[config.mk]
export PLATFORM = sky130hd
export DESIGN_NAME = positional_list_engine
export DESIGN_NICKNAME = d
export VERILOG_FILES = /design/src/ple_pkg.sv /design/src/positional_list_engine.sv /design/src/ple_datapath.sv /design/src/ple_ctrl.sv
export SDC_FILE = /design/constraint.sdc
export NUM_CORES = 2
export LEC_CHECK = 0
export BUFFER_PORTS_ARGS = -buffer_cell sky130_fd_sc_hd__buf_2
export CAP_MARGIN = 15
export CORE_MARGIN = 3
export CORE_UTILIZATION = 30
export CTS_CLUSTER_SIZE = 16
export DETAILED_ROUTE_END_ITERATION = 12
export GPL_ROUTABILITY_DRIVEN = 0
export GPL_TIMING_DRIVEN = 1
export PLACE_DENSITY_LB_ADDON = 0.1
export SYNTH_ARGS = -nofsm -noshare
export SYNTH_HDL_FRONTEND = slang
export SYNTH_SLANG_ARGS = --single-unit
[constraint.sdc]
create_clock -name clk -period 8.3 [get_ports clk]
set_input_delay 0.83 -clock clk [delete_from_list [all_inputs] [get_ports clk]]
set_output_delay 0.83 -clock clk [all_outputs]
set_load 0.1 [all_outputs]
[src/ple_pkg.sv]
`default_nettype none
// ============================================================================
// ple_pkg
// Shared types and constants for the positional list engine: operation and
// status codes, controller states, and the command/status bundles that run
// between the controller and the datapath.
// ============================================================================
package ple_pkg;

    localparam int OPCODE_W = 3;
    localparam int VALUE_W  = 32;
    localparam int POS_W    = 7;
    localparam int STATUS_W = 3;
    // Position arithmetic is done one bit wider than a position so that
    // count + 1 never wraps.
    localparam int CMP_W    = 8;
    // Width of the element count as seen outside the datapath (capacity <= 127).
    localparam int COUNT_W  = 7;

    typedef enum logic [OPCODE_W-1:0] {
        OP_INS_FRONT = 3'd0,
        OP_INS_BACK  = 3'd1,
        OP_INS_AT    = 3'd2,
        OP_DEL_FRONT = 3'd3,
        OP_DEL_BACK  = 3'd4,
        OP_DEL_AT    = 3'd5,
        OP_SEARCH    = 3'd6,
        OP_DUMP      = 3'd7
    } ple_op_t;

    typedef enum logic [STATUS_W-1:0] {
        ST_OK       = 3'd0,
        ST_EMPTY    = 3'd1,
        ST_RANGE    = 3'd2,
        ST_NOTFOUND = 3'd3,
        ST_FULL     = 3'd4
    } ple_status_t;

    typedef enum logic [1:0] {
        S_IDLE,
        S_DECIDE,
        S_SCAN,
        S_REPORT
    } ple_state_t;

    typedef struct packed {
        logic load;
        logic apply;
        logic scan_clr;
        logic scan_step;
        logic emit_elem;
        logic emit_search;
    } ple_cmd_t;

    typedef struct packed {
        logic               out_free;
        logic               scan_needed;
        logic               scan_last;
        logic               is_dump;
        logic [COUNT_W-1:0] count;
    } ple_dp_status_t;

endpackage
`default_nettype wire

[src/positional_list_engine.sv]
`default_nettype none
// ============================================================================
// positional_list_engine
// Ordered list of signed 32-bit values with positional insert and delete,
// search, and in-order read-out.
// ============================================================================
// Usage:
// The input channel (in_valid/in_ready) carries one operation per transfer:
// opcode, item_value and item_position. The output channel (out_valid/
// out_ready) returns status, found_position, out_value and last. Every
// operation yields exactly one result with last set, except a dump of a
// non-empty list, which yields one result per element, front first, with
// last set on the final one.
// Inserts and deletes complete in a single decide step: the result is
// written into the output register from the decide state that follows the
// input transfer, once that register is free, and no new item is taken before
// that. Search and dump rotate the cell row once around, one cell per cycle
// (a dump only while the output register is free): a search writes its result
// after the turn, a dump writes each element as the row turns, and the next
// item is taken once the final result has been written.
// The output register decouples the two sides: the next item is taken while
// a result still waits. When the receiver stalls, the block holds the result
// and pauses at the next point where it needs the output register.
// Reset empties the list at once; no clearing pass is needed.
// ============================================================================
module positional_list_engine #(
    parameter int CAPACITY = 32
) (
    input  wire logic         clk,
    input  wire logic         rst_n,
    input  wire logic         in_valid,
    output logic              in_ready,
    input  wire logic [2:0]   opcode,
    input  wire logic [31:0]  item_value,
    input  wire logic [6:0]   item_position,
    output logic              out_valid,
    input  wire logic         out_ready,
    output logic [2:0]        status,
    output logic [6:0]        found_position,
    output logic [31:0]       out_value,
    output logic              last
);
    import ple_pkg::*;

    // Commands from the sequencer and status back from the datapath.
    ple_cmd_t       cmd;
    ple_dp_status_t dp_st;

    ple_ctrl u_ctrl (
        .clk      (clk),
        .rst_n    (rst_n),
        .in_valid (in_valid),
        .in_ready (in_ready),
        .dp_st    (dp_st),
        .cmd      (cmd)
    );

    ple_datapath #(
        .CAPACITY (CAPACITY)
    ) u_datapath (
        .clk            (clk),
        .rst_n          (rst_n),
        .cmd            (cmd),
        .dp_st          (dp_st),
        .opcode         (opcode),
        .item_value     (item_value),
        .item_position  (item_position),
        .out_ready      (out_ready),
        .out_valid      (out_valid),
        .status         (status),
        .found_position (found_position),
        .out_value      (out_value),
        .last           (last)
    );

`ifndef NO_ASSERTIONS
    // The list never grows past its capacity.
    a_count_bound: assert property (@(posedge clk) disable iff (!rst_n)
        dp_st.count <= COUNT_W'(CAPACITY))
        else $error("list length exceeds capacity");

    // Only an applied insert or delete may change the list length.
    a_count_only_on_apply: assert property (@(posedge clk) disable iff (!rst_n)
        !cmd.apply |=> $stable(dp_st.count))
        else $error("list length changed without an applied operation");

    // A result is only written into a free output register.
    a_no_overwrite: assert property (@(posedge clk) disable iff (!rst_n)
        (cmd.apply || cmd.emit_elem || cmd.emit_search) |-> dp_st.out_free)
        else $error("result written over a pending transfer");

    // After an input transfer the block is busy and takes no input in the next cycle.
    a_busy_after_accept: assert property (@(posedge clk) disable iff (!rst_n)
        (in_valid && in_ready) |=> !in_ready)
        else $error("input taken in back-to-back cycles");
`endif

endmodule
`default_nettype wire

[src/ple_datapath.sv]
`default_nettype none
// ============================================================================
// ple_datapath
// Row of element cells with shift, rotate and compare logic, the operation
// decoder, the scan counter and the result output register.
// ============================================================================
module ple_datapath #(
    parameter int CAPACITY = 32
) (
    input  wire logic                     clk,
    input  wire logic                     rst_n,
    input  wire ple_pkg::ple_cmd_t        cmd,
    output ple_pkg::ple_dp_status_t       dp_st,
    input  wire logic [2:0]               opcode,
    input  wire logic [31:0]              item_value,
    input  wire logic [6:0]               item_position,
    input  wire logic                     out_ready,
    output logic                          out_valid,
    output logic [2:0]                    status,
    output logic [6:0]                    found_position,
    output logic [31:0]                   out_value,
    output logic                          last
);
    import ple_pkg::*;

    localparam int CNT_W = $clog2(CAPACITY + 1);

    // Latched input item.
    ple_op_t              op_reg;
    logic [VALUE_W-1:0]   val_reg;
    logic [POS_W-1:0]     pos_reg;

    // Element cells and list length.
    logic [VALUE_W-1:0]   cell_reg  [CAPACITY];
    logic [VALUE_W-1:0]   cell_next [CAPACITY];
    logic [VALUE_W-1:0]   prev_val  [CAPACITY];
    logic [VALUE_W-1:0]   next_val  [CAPACITY];
    logic [CNT_W-1:0]     count_reg, count_next;

    // Scan state.
    logic [CNT_W-1:0]     k_reg;
    logic                 hit_reg;
    logic [POS_W-1:0]     found_reg;

    // Output register.
    logic                 out_valid_reg;
    ple_status_t          status_reg;
    logic [POS_W-1:0]     found_position_reg;
    logic [VALUE_W-1:0]   out_value_reg;
    logic                 last_reg;

    // Decode.
    logic                 is_ins, is_scan_op, full, empty, mutate, scan_last, out_free;
    logic [CMP_W-1:0]     n8, p8, idx8;
    ple_status_t          simple_st;

    assign n8         = CMP_W'(count_reg);
    assign p8         = CMP_W'(pos_reg);
    assign is_ins     = op_reg inside {OP_INS_FRONT, OP_INS_BACK, OP_INS_AT};
    assign is_scan_op = op_reg inside {OP_SEARCH, OP_DUMP};
    assign full       = (count_reg == CNT_W'(CAPACITY));
    assign empty      = (count_reg == '0);
    assign scan_last  = ((k_reg + CNT_W'(1)) == count_reg);
    assign out_free   = !out_valid_reg || out_ready;

    always_comb
    begin
        case (op_reg)
            OP_INS_FRONT: idx8 = '0;
            OP_INS_BACK:  idx8 = n8;
            OP_INS_AT:    idx8 = p8 - CMP_W'(1);
            OP_DEL_FRONT: idx8 = '0;
            OP_DEL_BACK:  idx8 = n8 - CMP_W'(1);
            OP_DEL_AT:    idx8 = p8 - CMP_W'(1);
            default:      idx8 = '0;
        endcase

        if (is_ins)
        begin
            if (full)
                simple_st = ST_FULL;
            else if ((op_reg == OP_INS_AT) && ((p8 == '0) || (p8 > n8 + CMP_W'(1))))
                simple_st = ST_RANGE;
            else
                simple_st = ST_OK;
        end
        else
        begin
            if (empty)
                simple_st = ST_EMPTY;
            else if ((op_reg == OP_DEL_AT) && ((p8 == '0) || (p8 > n8)))
                simple_st = ST_RANGE;
            else
                simple_st = ST_OK;
        end

        mutate = (simple_st == ST_OK) && !is_scan_op;
    end

    // Fixed neighbor taps of each cell.
    genvar g;
    generate
        for (g = 0; g < CAPACITY; g++)
        begin : g_tap
            if (g > 0)
            begin : g_prev
                assign prev_val[g] = cell_reg[g-1];
            end
            else
            begin : g_prev0
                assign prev_val[g] = cell_reg[g];
            end
            if (g < CAPACITY - 1)
            begin : g_next
                assign next_val[g] = cell_reg[g+1];
            end
            else
            begin : g_nextn
                assign next_val[g] = cell_reg[g];
            end
        end
    endgenerate

    // Each cell picks its own next value: insert shifts back, delete shifts
    // forward, a scan rotates the occupied cells by one toward the front.
    always_comb
    begin
        logic [CMP_W-1:0] i8;
        i8 = '0;
        for (int i = 0; i < CAPACITY; i++)
        begin
            i8 = CMP_W'(i);
            cell_next[i] = cell_reg[i];
            if (cmd.apply && mutate)
            begin
                if (is_ins)
                begin
                    if (i8 == idx8)
                        cell_next[i] = val_reg;
                    else if ((i8 > idx8) && (i8 <= n8))
                        cell_next[i] = prev_val[i];
                end
                else if ((i8 >= idx8) && (i8 + CMP_W'(1) < n8))
                begin
                    cell_next[i] = next_val[i];
                end
            end
            else if (cmd.scan_step)
            begin
                if (i8 + CMP_W'(1) < n8)
                    cell_next[i] = next_val[i];
                else if (i8 + CMP_W'(1) == n8)
                    cell_next[i] = cell_reg[0];
            end
        end
    end

    always_comb
    begin
        count_next = count_reg;
        if (cmd.apply && mutate)
            count_next = is_ins ? count_reg + CNT_W'(1) : count_reg - CNT_W'(1);
    end

    always_ff @(posedge clk)
    begin
        for (int i = 0; i < CAPACITY; i++)
            cell_reg[i] <= cell_next[i];
    end

    always_ff @(posedge clk)
    begin
        if (cmd.load)
        begin
            op_reg  <= ple_op_t'(opcode);
            val_reg <= item_value;
            pos_reg <= item_position;
        end
        if (cmd.scan_clr)
            k_reg <= '0;
        else if (cmd.scan_step)
            k_reg <= k_reg + CNT_W'(1);
        if (cmd.scan_step && !hit_reg && (cell_reg[0] == val_reg))
            found_reg <= POS_W'(k_reg) + POS_W'(1);
        if (cmd.apply)
        begin
            status_reg         <= simple_st;
            found_position_reg <= '0;
            out_value_reg      <= '0;
            last_reg           <= 1'b1;
        end
        else if (cmd.emit_elem)
        begin
            status_reg         <= ST_OK;
            found_position_reg <= '0;
            out_value_reg      <= cell_reg[0];
            last_reg           <= scan_last;
        end
        else if (cmd.emit_search)
        begin
            status_reg         <= hit_reg ? ST_OK : ST_NOTFOUND;
            found_position_reg <= hit_reg ? found_reg : '0;
            out_value_reg      <= hit_reg ? val_reg : '0;
            last_reg           <= 1'b1;
        end
    end

    always_ff @(posedge clk or negedge rst_n)
    begin
        if (!rst_n)
        begin
            count_reg     <= '0;
            hit_reg       <= 1'b0;
            out_valid_reg <= 1'b0;
        end
        else
        begin
            count_reg <= count_next;
            if (cmd.scan_clr)
                hit_reg <= 1'b0;
            else if (cmd.scan_step && (cell_reg[0] == val_reg))
                hit_reg <= 1'b1;
            if (cmd.apply || cmd.emit_elem || cmd.emit_search)
                out_valid_reg <= 1'b1;
            else if (out_ready)
                out_valid_reg <= 1'b0;
        end
    end

    assign dp_st.out_free    = out_free;
    assign dp_st.scan_needed = is_scan_op && !empty;
    assign dp_st.scan_last   = scan_last;
    assign dp_st.is_dump     = (op_reg == OP_DUMP);
    assign dp_st.count       = COUNT_W'(count_reg);

    assign out_valid      = out_valid_reg;
    assign status         = status_reg;
    assign found_position = found_position_reg;
    assign out_value      = out_value_reg;
    assign last           = last_reg;

endmodule
`default_nettype wire

[src/ple_ctrl.sv]
`default_nettype none
// ============================================================================
// ple_ctrl
// Sequencer for the positional list engine: takes an item, lets the datapath
// decide and apply it, and walks the list for searches and dumps.
// ============================================================================
module ple_ctrl (
    input  wire logic                     clk,
    input  wire logic                     rst_n,
    input  wire logic                     in_valid,
    output logic                          in_ready,
    input  wire ple_pkg::ple_dp_status_t  dp_st,
    output ple_pkg::ple_cmd_t             cmd
);
    import ple_pkg::*;

    ple_state_t state_reg, state_next;

    always_ff @(posedge clk or negedge rst_n)
    begin
        if (!rst_n)
            state_reg <= S_IDLE;
        else
            state_reg <= state_next;
    end

    always_comb
    begin
        state_next = state_reg;
        cmd        = '0;
        in_ready   = 1'b0;
        case (state_reg)
            S_IDLE:
            begin
                in_ready = 1'b1;
                if (in_valid)
                begin
                    cmd.load   = 1'b1;
                    state_next = S_DECIDE;
                end
            end
            S_DECIDE:
            begin
                if (dp_st.scan_needed)
                begin
                    cmd.scan_clr = 1'b1;
                    state_next   = S_SCAN;
                end
                else if (dp_st.out_free)
                begin
                    cmd.apply  = 1'b1;
                    state_next = S_IDLE;
                end
            end
            S_SCAN:
            begin
                // A dump hands out one element per transfer; a search runs freely.
                if (dp_st.is_dump)
                begin
                    if (dp_st.out_free)
                    begin
                        cmd.emit_elem = 1'b1;
                        cmd.scan_step = 1'b1;
                        if (dp_st.scan_last)
                            state_next = S_IDLE;
                    end
                end
                else
                begin
                    cmd.scan_step = 1'b1;
                    if (dp_st.scan_last)
                        state_next = S_REPORT;
                end
            end
            S_REPORT:
            begin
                if (dp_st.out_free)
                begin
                    cmd.emit_search = 1'b1;
                    state_next      = S_IDLE;
                end
            end
            default:
            begin
                state_next = S_IDLE;
            end
        endcase
    end

endmodule
`default_nettype wire

==> flow_summary_export.csv <==
group,metric,value,unit
run_status,outcome,"complete, no violations",
floorplanning,core,228000,sq um
job,maxCapViolCount,0,
layout,final_nets,5811,
pwr,powerDensity,524,nW/um^2
detailed_routing,ant_nets,0,
synth,synth-seq-cells,1132,
timing,fin_crit_sh,72.7,%
cts,hold_buffers,1,
timing,setup_tns,0,ns
synth,syn_avg_cell_area,11.3,sq um
layout,syn_to_final_growth,12.9,%
cts,post_cts_buffers,0,
floorplanning,die_w,485,um
cts,post_cts_resized,0,
synth,synth_edf_count,1076,
timing,hold_viol_final,0,
synth,netlist_top_cells_count,"edfxtp_1, clkbuf_1, o221a_2",
layout,drive_gt1_share,27.9,%
synth,synth.most_common_cell,"edfxtp_1",
worst_setup_path,worst-path-max-fanout,90,
floorplanning,fp.dieH,485,um
timing,rsz0062_at_grt,"no",
detailed_routing,drt-vias-per-instance,6.51,
worst_setup_path,slowest_delay,0.79,ns
synth,synthArstFlopShare,0.883,%
worst_setup_path,crit_chain,"inv_1 -> ha_1 -> nor3b_1 -> a21oi_1 -> o2111ai_1 -> o41a_1 -> and3_4 -> buf_4 -> a22oi_1 -> a2bb2oi_4 -> buf_4",
worst_setup_path,path_buf_inv,3,
layout,largest_reg_flops,1024,
cts,clk_path_buf_depth,3,
synth,synth_top_cell_by_area,"edfxtp_1",
worst_setup_path,worst_setup_path_end_kind,"register",
synth,syn-num-nets,6138,
min_path,hold_path_class,"input pin to register",
floorplanning,io_pins,91,
global_route,grt_usage,26.6,%
cts,cts_htree_levels,4,
worst_setup_path,cp_top_family,"buffers and inverters",
timing,tightest_slew,1.22,ns
worst_setup_path,critical_path.startpoint_type,"register",
global_route,grt_start_max_net_pins,202,
synth,syn-cell-area,68700,sq um
detailed_routing,remaining_drc_errors,0,
detailed_routing,dr.pass1.iters,9,
worst_setup_path,path_class,"register to register",
synth,syn_inst,6067,
floorplanning,dieArea,235000,sq um
synth,yosysWarnings,0,
detailed_routing,wl_per_cell,36.8,um
place,numPortBuffers,90,
global_route,grt_antenna_before_repair,12,
synth,synth_area_leaders,"edfxtp_1, o221a_2, mux2i_1",
layout,n_fill_cell,22500,
worst_setup_path,required,8.72,ns
timing,fmaxAchievable,166,MHz
global_route,grt_pass1_vias,55700,
cts,cts_inserted_buffers,148,
timing,whs,0.210,ns
synth,seq_area_frac_synth,48.7,%
cts,cts-root-buf,"clkbuf_16",
detailed_routing,wirelength,326,mm
worst_setup_path,critPathArrivalTime,6.45,ns
worst_setup_path,crit_top_cell,"buf_4",
worst_setup_path,cp_slowest_cell,"buf_4",
pwr,power.leakage,27.7,nW
timing,setup_viol,0,
timing,fin_skew,0.0349,ns
timing,finalMaxSlewViolations,0,
timing,layout_min_cycle_time,6.03,ns
cts,clk_latency,0.79,ns
floorplanning,start_util,30.2,%
timing,max-slew-margin-rel,18.8,%
detailed_routing,drt_iter0_drc,7799,
synth,synth_cell_type_count,75,
cts,cts_sinks,1132,
floorplanning,num_rows,175,
synth,synthFlopType,"edfxtp_1",
cts,clk_pin_slew,0.06,ns
detailed_routing,vias,57700,
global_route,grt_pass1_wl,458,mm
synth,synth_top_area_share,47.0,%
cts,cts_tree,"built",
global_route,overflow,0,
pwr,ir_worst_vdd,455,uV
place,hpwlAfterDp,208,mm
==> kinds of logic (layout without fill, tap and decap cells) <==
logic type	after synthesis	in the layout	synth area share [%]
AND/OR/NAND/NOR	1215	1215	9.43
other	0	4	0
adder cells (fa/ha/maj)	25	25	0.466
buffers and inverters	1201	981	6.71
XOR/XNOR	60	60	0.765
multiplexers	758	758	11.8
AO/OA/AOI/OAI	1676	1676	22.1
flip-flops	1132	1132	48.7
==> layer usage <==
metal / vias up / part of all wire [%] / GRT usage [%] / wire length, um
li1: 24000 / - / - / -
met1: 30200 / 45 / 38.5 / 147000
met2: 3010 / 44 / 40.5 / 143000
met3: 466 / 8.3 / 5.02 / 27100
met4: 6 / 2.8 / 7.19 / 9220
met5: - / 0.013 / 0 / 42
==> power by group <==
| group | internal [W] | switching [W] |
|---|---|---|
| clock network | 0.00360 | 0.00269 |
| registers | 0.0110 | 0.00164 |
| logic | 0.00740 | 0.0143 |
| total | 0.0220 | 0.0186 |
==> worst register-to-register path, stage by stage, from the launching register on <==
cell and delay [ns]:
dfrtp_1 0.64, inv_1 0.49, ha_1 0.61, nor3b_1 0.73, a21oi_1 0.18, o2111ai_1 0.26, o41a_1 0.33, and3_4 0.49
buf_4 0.80, a22oi_1 0.31, a2bb2oi_4 0.20, buf_4 0.59
==> final timing paths <==
path	cells after the start	end	slack, ns	startpoint
setup / recovery	11	u_datapath.cell_reg[0][355]$_DFFE_PP_	2.27	u_datapath.count_reg[1]$_DFFE_PN0P_
hold / removal	1	u_datapath.val_reg[22]$_DFFE_PP_	0.21	item_value[22]
setup reg to reg	11	u_datapath.cell_reg[0][355]$_DFFE_PP_	2.27	u_datapath.count_reg[1]$_DFFE_PN0P_
hold reg to reg	1	u_datapath.out_value[15]$_SDFFE_PP0P_	0.45	u_datapath.out_value[15]$_SDFFE_PP0P_
max in group asynchronous	2	u_datapath.count_reg[5]$_DFFE_PN0P_	7.61	rst_n
min in group asynchronous	2	u_datapath.out_valid$_DFFE_PN0P_	0.46	rst_n
==> layout make-up <==
type / instances / area, sq um / area share [%]
Tap cell: 3009 / 3760 / 4.85
Clock buffer: 207 / 4220 / 5.43
Timing Repair Buffer: 357 / 2660 / 3.42
Clock inverter: 50 / 309 / 0.398
Sequential cell: 1132 / 33500 / 43.2
Multi-Input combinational cell: 3734 / 31800 / 41.0
Antenna cell: 4 / 10.0 / 0.0129
Inverter: 367 / 1380 / 1.78
==> stage by stage <==
| stage | power (W) | cells | instance area [sq um] | setup slack [ns] | utilization [%] |
|---|---|---|---|---|---|
| 2_1_floorplan | 0.0255 | 6067 | 68700 | 1.59 | - |
| 3_3_place_gp | 0.0336 | 8593 | 73000 | 2.41 | 32.0 |
| 3_5_place_dp | 0.0339 | 8594 | 73000 | 2.40 | 32.0 |
| 4_1_cts | 0.0403 | 8852 | 77500 | 2.39 | 34.0 |
| 5_1_grt | 0.0422 | 8857 | 77600 | 1.95 | 34.1 |
| 6_report | 0.0406 | 8860 | 77600 | 2.27 | 34.1 |
==> cell usage in the layout (no fill, tap or decap), types with 40 or more instances in the layout <==
cell       synthesis  final
a21oi_1          102     76
a221oi_1         124    123
a222oi_1          96     96
buf_2             65     90
buf_4              0    250
clkbuf_1         715     40
clkbuf_16          0    157
clkinv_1          10     40
dfxtp_1           46     46
edfxtp_1        1076   1076
inv_1            357    356
mux2_2           284    284
mux2i_1          444    444
nand2_1          158    156
nand3_1          335    319
nand4_1          125    125
nor2_1            69     61
nor3_1           150    147
o2111ai_1        132    132
o21ai_0          136    130
o221a_2          640    640
o221ai_1          69     65
o31ai_1          171    170
or3_1            290    288
xnor2_1           53     53
Note: power is estimated with default switching activity, not from simulation.
